$ cat src/design/wfdf_pkg.sv
// Shared types and constants for the frame delta filter.
package wfdf_pkg;

   localparam int BYTE_W   = 8;
   localparam int STRIDE_W = 6;
   localparam int END_W    = 32;
   localparam int LEFT_W   = 3;
   localparam int CSR_IDX_W = 2;

   // ASCII 'data' as it sits in the shift window after the last tag byte
   localparam logic [END_W-1:0]  DATA_TAG  = 32'h6461_7461;
   localparam logic [LEFT_W-1:0] LEN_BYTES = 3'd4;

   typedef enum logic [CSR_IDX_W-1:0] {
      CSR_FRAME_BYTES      = 2'd0,
      CSR_DECODE_MODE      = 2'd1,
      CSR_START_SEEKING    = 2'd2,
      CSR_INITIAL_DATA_END = 2'd3
   } csr_index_type;

   typedef struct packed {
      logic             seek_we;
      logic             seek_val;
      logic             end_we;
      logic [END_W-1:0] end_val;
   } seek_cfg_type;

   typedef struct packed {
      logic             active;
      logic             fail;
      logic             seeking_after;
      logic [END_W-1:0] end_after;
   } seek_status_type;

   typedef struct packed {
      logic [BYTE_W-1:0] out_byte;
      logic              seeking;
      logic [END_W-1:0]  data_end;
      logic              seek_failed;
   } rsp_item_type;

endpackage

$ cat src/design/wfdf_cell.sv
// One history cell: holds one prior byte and the frame position token.
module wfdf_cell
   import wfdf_pkg::*;
#(
   parameter int INDEX = 0
) (
   input  logic                clock,
   input  logic                reset,
   input  logic                advance,   // delta-phase item taken
   input  logic                clear_pos, // position back to cell 0
   input  logic [STRIDE_W-1:0] stride,    // effective stride
   input  logic                tok_left,  // token offered by left neighbor
   input  logic [BYTE_W-1:0]   org_byte,
   output logic [BYTE_W-1:0]   sel_byte,
   output logic                tok_q,
   output logic                pass,
   output logic                wrap
);

   localparam logic [STRIDE_W:0] NEXT_POS = (STRIDE_W + 1)'(INDEX + 1);

   logic [BYTE_W-1:0] byte_ff, byte_in;
   logic              tok_ff, tok_in;
   logic              has_next;

   assign has_next = {1'b0, stride} > NEXT_POS;
   assign pass     = tok_ff & has_next;
   assign wrap     = tok_ff & ~has_next;
   assign sel_byte = tok_ff ? byte_ff : '0;
   assign tok_q    = tok_ff;

   always_comb begin
      byte_in = byte_ff;
      tok_in  = tok_ff;
      if (clear_pos) begin
         tok_in = (INDEX == 0);
      end else if (advance) begin
         tok_in = tok_left;
         if (tok_ff) begin
            byte_in = org_byte;
         end
      end
   end

   always_ff @(posedge clock) begin
      if (reset) begin
         byte_ff <= '0;
         tok_ff  <= (INDEX == 0);
      end else begin
         byte_ff <= byte_in;
         tok_ff  <= tok_in;
      end
   end

endmodule

$ cat src/design/wfdf_seek.sv
// Tag search and length capture for the seek phase.
module wfdf_seek
   import wfdf_pkg::*;
(
   input  logic              clock,
   input  logic              reset,
   input  logic              step,
   input  logic [BYTE_W-1:0] in_byte,
   input  seek_cfg_type      cfg,
   output seek_status_type   status
);

   logic [END_W-1:0]  win_ff, win_in;
   logic [LEFT_W-1:0] left_ff, left_in;
   logic              active_ff, active_in;
   logic [END_W-1:0]  end_ff, end_in;

   logic [END_W-1:0]  win_shift;
   logic [END_W-1:0]  len;
   logic              last;
   logic              fail;

   assign win_shift = {win_ff[END_W-BYTE_W-1:0], in_byte};
   // little-endian length: first captured byte is least significant
   assign len  = {win_shift[7:0], win_shift[15:8], win_shift[23:16], win_shift[31:24]};
   assign last = (left_ff == LEFT_W'(1));
   assign fail = active_ff & last & ~($signed(end_ff) > $signed(len));

   always_comb begin
      win_in    = win_ff;
      left_in   = left_ff;
      active_in = active_ff;
      end_in    = end_ff;
      if (step && active_ff) begin
         win_in = win_shift;
         if (left_ff != '0) begin
            left_in = left_ff - LEFT_W'(1);
            if (last) begin
               active_in = 1'b0;
               if (fail) begin
                  end_in = '0;
                  win_in = '0;
               end else begin
                  end_in = len;
               end
            end
         end else if (win_shift == DATA_TAG) begin
            left_in = LEN_BYTES;
         end
      end
      if (cfg.seek_we) begin
         active_in = cfg.seek_val;
      end
      if (cfg.end_we) begin
         end_in = cfg.end_val;
      end
   end

   always_ff @(posedge clock) begin
      if (reset) begin
         win_ff    <= '0;
         left_ff   <= '0;
         active_ff <= 1'b0;
         end_ff    <= '0;
      end else begin
         win_ff    <= win_in;
         left_ff   <= left_in;
         active_ff <= active_in;
         end_ff    <= end_in;
      end
   end

   assign status.active        = active_ff;
   assign status.fail          = step & fail;
   assign status.seeking_after = active_in;
   assign status.end_after     = end_in;

endmodule

$ cat src/design/wav_frame_delta_filter_core.sv
// Top level of the frame delta filter: seek unit, cell row and output buffer.
//
//   channel  dir  handshake              payload
//   req      in   req_valid/req_ready    req_in_byte
//   rsp      out  rsp_valid/rsp_ready    rsp_out_byte, rsp_seeking, rsp_data_end,
//                                        rsp_seek_failed
//   csr      in   csr_write_en           csr_index, csr_wdata
//
// One item per cycle while req_ready is high. An item's result is computed
// in the cycle it is taken (one add/subtract on the byte selected by the
// position token, or the 32-bit length compare) and is registered into a
// two-entry output buffer, whose head is shown. req_ready drops only while
// both buffer entries are full. Synchronous reset clears the history bytes,
// puts the token on cell 0 and resets control state, not the buffer entries.
module wav_frame_delta_filter_core
   import wfdf_pkg::*;
#(
   parameter int MAX_FRAME_BYTES = 32
) (
   input  logic                       clock,
   input  logic                       reset,
   input  logic                       req_valid,
   output logic                       req_ready,
   input  logic [BYTE_W-1:0]          req_in_byte,
   output logic                       rsp_valid,
   input  logic                       rsp_ready,
   output logic [BYTE_W-1:0]          rsp_out_byte,
   output logic                       rsp_seeking,
   output logic signed [END_W-1:0]    rsp_data_end,
   output logic                       rsp_seek_failed,
   input  logic                       csr_write_en,
   input  logic [CSR_IDX_W-1:0]       csr_index,
   input  logic [END_W-1:0]           csr_wdata
);

   // ---------------------------------------------------------------
   // configuration
   // ---------------------------------------------------------------
   logic [STRIDE_W-1:0] stride_ff, stride_in;
   logic                decode_ff, decode_in;
   logic                wr_stride;
   seek_cfg_type        seek_cfg;
   seek_status_type     seek_st;

   assign wr_stride = csr_write_en && (csr_index == CSR_FRAME_BYTES);

   assign seek_cfg.seek_we  = csr_write_en && (csr_index == CSR_START_SEEKING);
   assign seek_cfg.seek_val = csr_wdata[0];
   assign seek_cfg.end_we   = csr_write_en && (csr_index == CSR_INITIAL_DATA_END);
   assign seek_cfg.end_val  = csr_wdata;

   // ---------------------------------------------------------------
   // handshakes
   // ---------------------------------------------------------------
   logic [1:0] cnt_ff, cnt_in;
   logic       push, pop;
   logic       delta_step;

   assign req_ready  = (cnt_ff != 2'd2);
   assign rsp_valid  = (cnt_ff != 2'd0);
   assign push       = req_valid & req_ready;
   assign pop        = rsp_valid & rsp_ready;
   assign delta_step = push & ~seek_st.active;

   // failure drops the stride to zero and sends the token home
   always_comb begin
      stride_in = stride_ff;
      decode_in = decode_ff;
      if (wr_stride) begin
         stride_in = csr_wdata[STRIDE_W-1:0];
      end else if (seek_st.fail) begin
         stride_in = '0;
      end
      if (csr_write_en && (csr_index == CSR_DECODE_MODE)) begin
         decode_in = csr_wdata[0];
      end
   end

   always_ff @(posedge clock) begin
      if (reset) begin
         stride_ff <= STRIDE_W'(1);
         decode_ff <= 1'b0;
      end else begin
         stride_ff <= stride_in;
         decode_ff <= decode_in;
      end
   end

   // zero acts as one; above the cell count clamps to the cell count
   logic [STRIDE_W-1:0] stride_eff;
   always_comb begin
      if (stride_ff == '0) begin
         stride_eff = STRIDE_W'(1);
      end else if ({1'b0, stride_ff} > (STRIDE_W + 1)'(MAX_FRAME_BYTES)) begin
         stride_eff = STRIDE_W'(MAX_FRAME_BYTES);
      end else begin
         stride_eff = stride_ff;
      end
   end

   // ---------------------------------------------------------------
   // seek unit
   // ---------------------------------------------------------------
   wfdf_seek u_seek (
      .clock   (clock),
      .reset   (reset),
      .step    (push),
      .in_byte (req_in_byte),
      .cfg     (seek_cfg),
      .status  (seek_st)
   );

   // ---------------------------------------------------------------
   // cell row: cell k holds history byte k; the one-hot token marks the
   // current frame position and moves one cell right per delta item,
   // wrapping to cell 0 at the end of the frame.
   // ---------------------------------------------------------------
   logic [MAX_FRAME_BYTES-1:0] tok_q, pass_q, wrap_q;
   logic [BYTE_W-1:0]          sel_q [MAX_FRAME_BYTES];
   logic                       wrap_any;
   logic [BYTE_W-1:0]          prev_byte;
   logic [BYTE_W-1:0]          org_byte;
   logic [BYTE_W-1:0]          delta_byte;
   logic                       clear_pos;

   assign wrap_any  = |wrap_q;
   assign clear_pos = wr_stride | seek_st.fail;

   for (genvar k = 0; k < MAX_FRAME_BYTES; k++) begin : g_cell
      wfdf_cell #(
         .INDEX (k)
      ) u_cell (
         .clock     (clock),
         .reset     (reset),
         .advance   (delta_step),
         .clear_pos (clear_pos),
         .stride    (stride_eff),
         .tok_left  ((k == 0) ? wrap_any : pass_q[(k + MAX_FRAME_BYTES - 1) % MAX_FRAME_BYTES]),
         .org_byte  (org_byte),
         .sel_byte  (sel_q[k]),
         .tok_q     (tok_q[k]),
         .pass      (pass_q[k]),
         .wrap      (wrap_q[k])
      );
   end

   always_comb begin
      prev_byte = '0;
      for (int k = 0; k < MAX_FRAME_BYTES; k++) begin
         prev_byte = prev_byte | sel_q[k];
      end
   end

   // decode stores the rebuilt byte, encode stores the raw byte
   assign org_byte   = decode_ff ? (req_in_byte + prev_byte) : req_in_byte;
   assign delta_byte = decode_ff ? org_byte : (req_in_byte - prev_byte);

   rsp_item_type new_item;
   assign new_item.out_byte    = seek_st.active ? req_in_byte : delta_byte;
   assign new_item.seeking     = seek_st.seeking_after;
   assign new_item.data_end    = seek_st.end_after;
   assign new_item.seek_failed = seek_st.fail;

   // ---------------------------------------------------------------
   // two-entry output buffer: head is shown, the second entry catches an
   // item taken while the head is stalled
   // ---------------------------------------------------------------
   rsp_item_type head_ff, head_in, tail_ff, tail_in;

   always_comb begin
      head_in = head_ff;
      tail_in = tail_ff;
      cnt_in  = cnt_ff;
      case (cnt_ff)
         2'd0: begin
            if (push) begin
               head_in = new_item;
               cnt_in  = 2'd1;
            end
         end
         2'd1: begin
            if (push && pop) begin
               head_in = new_item;
            end else if (push) begin
               tail_in = new_item;
               cnt_in  = 2'd2;
            end else if (pop) begin
               cnt_in  = 2'd0;
            end
         end
         2'd2: begin
            if (pop) begin
               head_in = tail_ff;
               cnt_in  = 2'd1;
            end
         end
         default: begin
            cnt_in = 2'd0;
         end
      endcase
   end

   always_ff @(posedge clock) begin
      if (reset) begin
         cnt_ff <= 2'd0;
      end else begin
         cnt_ff <= cnt_in;
      end
   end

   always_ff @(posedge clock) begin
      head_ff <= head_in;
      tail_ff <= tail_in;
   end

   assign rsp_out_byte    = head_ff.out_byte;
   assign rsp_seeking     = head_ff.seeking;
   assign rsp_data_end    = head_ff.data_end;
   assign rsp_seek_failed = head_ff.seek_failed;

`ifndef NO_ASSERTIONS
   a_tok_onehot: assert property (@(posedge clock) disable iff (reset)
      $onehot(tok_q))
      else $error("frame position token not one-hot");

   a_fail_home: assert property (@(posedge clock) disable iff (reset)
      seek_st.fail |=> tok_q[0] && (stride_ff == '0))
      else $error("failure did not reset position and stride");

   a_fail_item: assert property (@(posedge clock) disable iff (reset)
      rsp_valid && rsp_seek_failed |-> !rsp_seeking && (rsp_data_end == '0))
      else $error("failed item carries seek state");

   a_stall_full: assert property (@(posedge clock) disable iff (reset)
      !req_ready |-> rsp_valid && !$past(reset))
      else $error("input stalled with no item held");

   a_fail_in_seek: assert property (@(posedge clock) disable iff (reset)
      seek_st.fail |-> push && seek_st.active && !seek_st.seeking_after)
      else $error("failure outside seek phase");
`endif

endmodule

$ cat config.mk
export PLATFORM = sky130hd
export DESIGN_NAME = wav_frame_delta_filter_core
export DESIGN_NICKNAME = d
export VERILOG_FILES = /design/src/design/wfdf_pkg.sv /design/src/design/wfdf_cell.sv /design/src/design/wfdf_seek.sv /design/src/design/wav_frame_delta_filter_core.sv
export SDC_FILE = /design/constraint.sdc
export NUM_CORES = 1
export LEC_CHECK = 0
export ABC_CLOCK_PERIOD_IN_PS = 4700
export BUFFER_PORTS_ARGS = -buffer_cell sky130_fd_sc_hd__buf_2
export CAP_MARGIN = 10
export CORE_UTILIZATION = 50
export CTS_CLUSTER_DIAMETER = 50
export DETAILED_ROUTE_END_ITERATION = 6
export GPL_TIMING_DRIVEN = 0
export PLACE_DENSITY_LB_ADDON = 0.12
export RECOVER_POWER = 100
export SLEW_MARGIN = 10
export SYNTH_ARGS = -nofsm -noshare
export SYNTH_HDL_FRONTEND = slang
export SYNTH_SLANG_ARGS = --single-unit
export TNS_END_PERCENT = 5
$ cat constraint.sdc
create_clock -name clock -period 4.7 [get_ports clock]
set_input_delay 0.47 -clock clock [delete_from_list [all_inputs] [get_ports clock]]
set_output_delay 0.47 -clock clock [all_outputs]
set_load 0.01 [all_outputs]
# Yosys cells after proc, flatten, opt, wreduce, memory -nomap -nowiden
# Cells that the tools add are included.
[totals]
out_inout_bits = 44
input_bits = 47
elab_cells = 381
ff_bits = 441
[classes]
magnitude_cmp = 34
n_addsub = 3
n_bitwise = 137
n_reduce_logical = 52
n_mux = 63
n_eq_ne = 13
[op_table]
columns = ["cell", "n"]
rows = [
  ["$mux W8", 35],
  ["$or A8 B8 Y8", 31],
  ["$mux W32", 5],
  ["$mux W42", 3],
  ["$pmux W42 S3", 1],
  ["$reduce_and A3 Y1", 33],
  ["$gt A6 B5 Y1 const B", 16],
  ["$mux W24", 3],
  ["$and A1 B1 Y1", 69],
  ["$gt A6 B4 Y1 const B", 8],
  ["$not A1 Y1", 36],
  ["$eq A32 B31 Y1 const B", 1],
  ["$gt A32 B32 Y1", 1],
  ["$reduce_or A32 Y1", 1],
  ["$gt A6 B3 Y1 const B", 4],
  ["$mux W6", 4],
  ["$gt A6 B2 Y1 const B", 2],
  ["$gt A6 B6 Y1 const B", 2],
  ["$mux W2", 5],
  ["$ne A2 B2 Y1 const B", 5],
  ["$add A8 B8 Y8", 1],
  ["$reduce_and A4 Y1", 2],
  ["$sub A8 B8 Y8", 1],
  ["$eq A2 B2 Y1 const B", 3],
  ["16 further kinds", 30],
]

# Logic depth before layout (Yosys ltp)
[logic_depth]
word_depth = 38
mapped_depth = 15
depth_no_buf = 13

# By module
# Synthesis repeated with hierarchy kept, for this count alone.
[unflattened]
cells_unflattened = 2628
area_unflattened_um2 = 24445.9
[by_module_without_submodules]
columns = ["module", "seq_area_each_um2", "n_inst", "area_per_inst_um2", "cells_per_inst"]
rows = [
  ["wav_frame_delta_filter_core", 2702.6, 1, 5067.4, 502],
  ["wfdf_seek", 1201.2, 1, 4078.9, 501],
  ["wfdf_cell (g_cell[13].u_cell ...)", 180.2, 5, 476.7, 51],
  ["wfdf_cell (g_cell[11].u_cell ...)", 180.2, 4, 478.0, 51],
  ["wfdf_cell (g_cell[19].u_cell ...)", 180.2, 3, 479.2, 51],
  ["wfdf_cell (g_cell[12].u_cell ...)", 180.2, 3, 475.5, 51],
  ["wfdf_cell (g_cell[0].u_cell ...)", 180.2, 2, 480.5, 51],
  ["wfdf_cell (g_cell[16].u_cell ...)", 180.2, 2, 476.7, 50],
  ["wfdf_cell (g_cell[22].u_cell ...)", 180.2, 2, 470.5, 50],
  ["wfdf_cell (g_cell[4].u_cell)", 180.2, 1, 493.0, 50],
  ["wfdf_cell (g_cell[17].u_cell)", 180.2, 1, 490.5, 53],
  ["wfdf_cell (g_cell[29].u_cell)", 180.2, 1, 490.5, 54],
  ["wfdf_cell (g_cell[31].u_cell)", 180.2, 1, 489.2, 52],
  ["wfdf_cell (g_cell[15].u_cell)", 180.2, 1, 486.7, 51],
  ["6 more rows", "--", "--", "--", "--"],
]

# Least setup slack after synthesis
# No wires, ideal clock.
[synth_path]
kind = "input-to-reg"
start = "in rsp_ready"
end = "reg head_ff, in the netlist rsp_data_end[0], enable pin"
t_required_ns = 4.200
arrival_ns = 3.622
cell_stages = 3
setup_ns = 0.500
path_slack_ns = 0.578
path_buffers = 0
path_cell_list = "nand2b_1 > nand2_1 > o21ai_0"
[synth_between]
elab_chain_len = 4
word_cells_on_any_way = 5
classes_between = "eq/ne (2); bitwise (1); reduce/logical (2)"
[synth_lines]
columns = ["element", "line", "text"]
rows = [
  ["from (decl)", "wav_frame_delta_filter_core.sv:26", "input logic rsp_ready,"],
  ["$and A1 B1 Y1 (*)", "wav_frame_delta_filter_core.sv:62", "assign pop = rsp_valid & rsp_ready;"],
  ["$logic_and A1 B1 Y1", "wav_frame_delta_filter_core.sv:182", "if (push && pop) begin"],
  ["$ne A2 B2 Y1 (no line)", "--", ""],
  ["$reduce_and A4 Y1 (no line) (*)", "--", ""],
  ["to (signal assigned)", "wav_frame_delta_filter_core.sv:212", "head_ff <= head_in;"],
  ["to (decl)", "wav_frame_delta_filter_core.sv:168", "rsp_item_type head_ff, head_in, tail_ff, tail_in;"],
]
# Mark *: on every way between the ends. The rest lies on a longest branch, timed or not.
# A chain may end at the register's enable or synchronous reset.

# Worst setup path after layout
[layout_path]
start = "reg g_cell[12].u_cell.tok_ff"
end = "reg g_cell[8].u_cell.byte_ff[6]"
[layout_between]
elab_chain_len = 23
[layout_lines]
columns = ["element", "line", "text"]
rows = [
  ["from (decl)", "wfdf_cell.sv:23", "logic tok_ff, tok_in;"],
  ["from (signal assigned)", "wfdf_cell.sv:48", "tok_ff <= (INDEX == 0);"],
  ["from (signal assigned)", "wfdf_cell.sv:51", "tok_ff <= tok_in;"],
  ["$mux W8", "wfdf_cell.sv:29", "assign sel_byte = tok_ff ? byte_ff : '0;"],
  ["$or A8 B8 Y8 (20 in series)", "wav_frame_delta_filter_core.sv:150", "prev_byte = prev_byte | sel_q[k];"],
  ["$add A8 B8 Y8", "wav_frame_delta_filter_core.sv:155", "assign org_byte = decode_ff ? (req_in_byte + prev_byte) : req_in_byte;"],
  ["$mux W8", "wav_frame_delta_filter_core.sv:155", ""],
  ["to (signal assigned)", "wfdf_cell.sv:50", "byte_ff <= byte_in;"],
  ["to (decl)", "wfdf_cell.sv:22", "logic [BYTE_W-1:0] byte_ff, byte_in;"],
]
# Every way passes these cells.

==> flow_metrics.tcl <==
set metrics [dict create \
    power.total_mw 8.68 \
    routed_via_density 6.55 \
    power_frac_clock_pct 45.4 \
    ios 91 \
    wire_per_inst_um 26.6 \
    gp_congestion 0.988 \
    finalWorstSetupSlack_ps 147 \
    period_share_pct 96.9 \
    design_area_um2 22100 \
    critical_path.max_fanout 12 \
    p_int_mw 6.46 \
    max-slew-margin-rel_pct -38.8 \
    dp_slack_ps -675 \
    place_hpwl_um 56200 \
    cts_buffers 50 \
    die_w_um 199 \
    post-route-util_pct 58.2 \
    path_class "register to register" \
    seq_power_share_pct 46.1 \
    rr_startpoint "g_cell[12].u_cell.tok_q" \
    synth_area_um2 19400 \
    yosys_warnings 0 \
    portBuffers 90 \
    dieArea_um2 39600 \
    synth_cell_types 61 \
    insertion_delay_ps 610 \
    dpl-instance-area_um2 20600 \
    avgSynthCellArea_um2 8.87 \
    wl_um 76500 \
    worstSetupStartpoint "g_cell[12].u_cell.tok_q" \
    netlist_instances 2186 \
    grt_pass1_vias 17300 \
    setup_viol 0 \
    antenna_found_initial 0 \
    cp-endpoint "g_cell[8].u_cell.byte_ff[6]" \
    remaining_drc_errors 0 \
    swShare_pct 25.7 \
    rsz0062_at_grt "no" \
    hp-start "csr_wdata[2]" \
    ctsLongestPathBuffers 3 \
    drt_iter0_drc 2312 \
    grt_start_max_net_pins 29 \
    ant_nets 0 \
    whs_ps 93.3 \
    first_pass_iters 6 \
    grt-ovfl-total 0 \
    max_freq_ghz 0.220 \
    ys.flop_type "dfxtp_1" \
    core_um2 37900 \
    areaGrowthSynthToFinish_pct 13.9 \
    cts-root-buf "clkbuf_16" \
    ir_drop_mv 0.289 \
    rr_worst_depth 14 \
    vias 18800 \
    required_ps 5160 \
    worst_pin_slew_ps 2060 \
    slew_viol_final 69 \
    violations "capacitance limit, slew limit" \
    cts_tree "yes" \
    rrSetupSlack_ps 150 \
    hold_class "input port to register" \
    power_density_nw_per_um2 393 \
    initial_core_util_pct 51.1 \
    post_cts_buffers 0 \
    r2r-end "g_cell[8].u_cell.byte_ff[6]" \
    outcome "complete, but fails checks" \
    endpoint_kind "register" \
    max_cap_violations 3 \
    cp-start-kind "register" \
    diodes 0 \
    synth_edf_count 84 \
    seq_area_frac_synth_pct 49.9 \
    fill_cells 3503 \
    fin_crit_ps 4550 \
    synth-seq-cells 441 \
    async_reset_ff_share_pct 0 \
    drive_gt1_share_pct 6.85 \
    clock_skew_ps 19.4 \
    fp-row-count 71 \
    fp.dieH_um 199 \
    clock_sinks 441 \
    worstPathArrival_ps 5010 \
    fin_cells 2875 \
    grt_pass1_wl_um 112000 \
    p_switching_mw 2.23 \
    p_comb_share_pct 8.6 \
    hold_violations 0 \
    htreeDepth 2 \
    p_leak_nw 7.67 \
    clk_pin_slew_ps 60 \
    dpl.cell_count 2790 \
    grt_use_total_pct 38.8 \
    syn_nets 2283 \
    layout.nets 2423 \
    tns_ps 0 \
]
power groups by stage:
stage	clock [mW]	sequential, mW	combinational (mW)
final	3.94	4.00	0.744
after global routing	4.12	4.01	0.798
after CTS	3.95	3.99	0.753
after detailed placement	0	4.08	0.740
after global placement	0	4.08	0.723
after floorplan	0	4.09	0.423
per-layer routing:
| layer | share of wire [%] | up-vias | global-route usage (%) |
|---|---|---|---|
| met5 | 0 | - | 0 |
| met4 | 7.5 | 0 | 25.9 |
| met1 | 38 | 8974 | 47.8 |
| met3 | 9.7 | 256 | 7.95 |
| li1 | - | 8399 | - |
| met2 | 45 | 1192 | 61.5 |
cell usage in the layout, fill, tap and decap left out, types with 5 or more instances in the layout:
cell type,n
o211ai_1,37
a31oi_1,53
inv_1,50
clkinvlp_4,6
nor2_1,135
nand2b_1,6
nand4_1,33
dfxtp_1,354
mux2_2,5
clkbuf_16,53
ha_1,48
mux2i_1,8
a211oi_1,22
buf_2,49
buf_1,19
clkbuf_1,216
o31ai_1,37
edfxtp_1,84
and3_1,7
nor3b_1,5
or2_2,5
a21o_1,8
nor3_1,44
a22oi_1,135
o21ai_0,251
a22o_1,26
nand3_1,272
clkinv_1,5
o21a_1,5
nand2_1,149
a311oi_1,15
clkinv_2,8
a21oi_1,132
xnor2_1,11
Yosys cell counts, types with 19 or more instances:
cell	number	area (um2)
a211oi_1	22	165
a21oi_1	133	666
a22o_1	26	228
a22oi_1	137	1030
a31oi_1	54	338
buf_1	19	71.3
clkbuf_1	162	608
dfxtp_1	357	7150
edfxtp_1	84	2520
ha_1	48	601
inv_1	49	184
nand2_1	149	559
nand3_1	272	1360
nand4_1	33	206
nor2_1	135	507
nor3_1	44	220
o211ai_1	37	278
o21ai_0	248	1240
o31ai_1	37	278
cells by family (layout without fill, tap and decap cells):
family          Yosys count  count (layout)  share of synthesized area [%]
flops                   441             441                           49.9
buf+inv                 246             424                           4.85
fa+ha+maj                50              50                           3.30
simple gates            675             675                           16.3
mux                      15              15                          0.813
compound gates          746             746                           24.2
xor+xnor                 13              13                          0.658
sequential cells by signal, summed over array words and instances, names as in the netlist:
name and flops:
g_cell.u_cell.byte_ff 256, g_cell.u_cell.tok_q 32, decode_ff 1, u_seek.active_ff 1, stride_ff 6, rsp_data_end 32, rsp_out_byte 8, u_seek.left_ff 3
rsp_seeking 1, rsp_seek_failed 1, u_seek.end_ff 32, u_seek.win_ff 24, tail_ff 42, cnt_ff 2
repair_timing:
| action | CTS | global route |
|---|---|---|
| pin swaps | 0 | 0 |
| setup endpoints to repair | 76 | 93 |
| hold buffers | 0 | 0 |
| resized for setup | 13 | 11 |
| hold endpoints to repair | 0 | 0 |
how the worst min path moves through the flow:
stage / to / slack, ps / depth (start not counted)
CTS: stride_ff[2] / 100 / 3
detailed placement: g_cell[11].u_cell.byte_ff[6] / 460 / 2
global route: stride_ff[4] / 120 / 3
finish: stride_ff[2] / 90 / 3
floorplan: g_cell[18].u_cell.byte_ff[0] / 440 / 2
global placement: g_cell[18].u_cell.byte_ff[0] / 450 / 2
cell type report:
class,instances,area (um2),area share (%)
sequential,441,9670,43.8
multi-input combinational,1499,8800,39.9
clock buffer,63,1400,6.35
buffer,190,729,3.30
tap,511,639,2.89
timing repair buffer,93,405,1.83
clock inverter,27,245,1.11
inverter,51,191,0.867
critical path, cell delays in order, from the launching register on:
cell and delay, ps:
dfxtp_1 550, a22o_1 350, a221oi_1 200, nand3_1 190, or4_1 600, ha_1 250
fa_1 440, a21o_1 190, a21oi_1 280, o21ai_0 140, a21oi_1 190, xnor2_1 150
a31oi_4 390, buf_2 330, o21ai_0 140
Power figures use the tool's default switching activity.
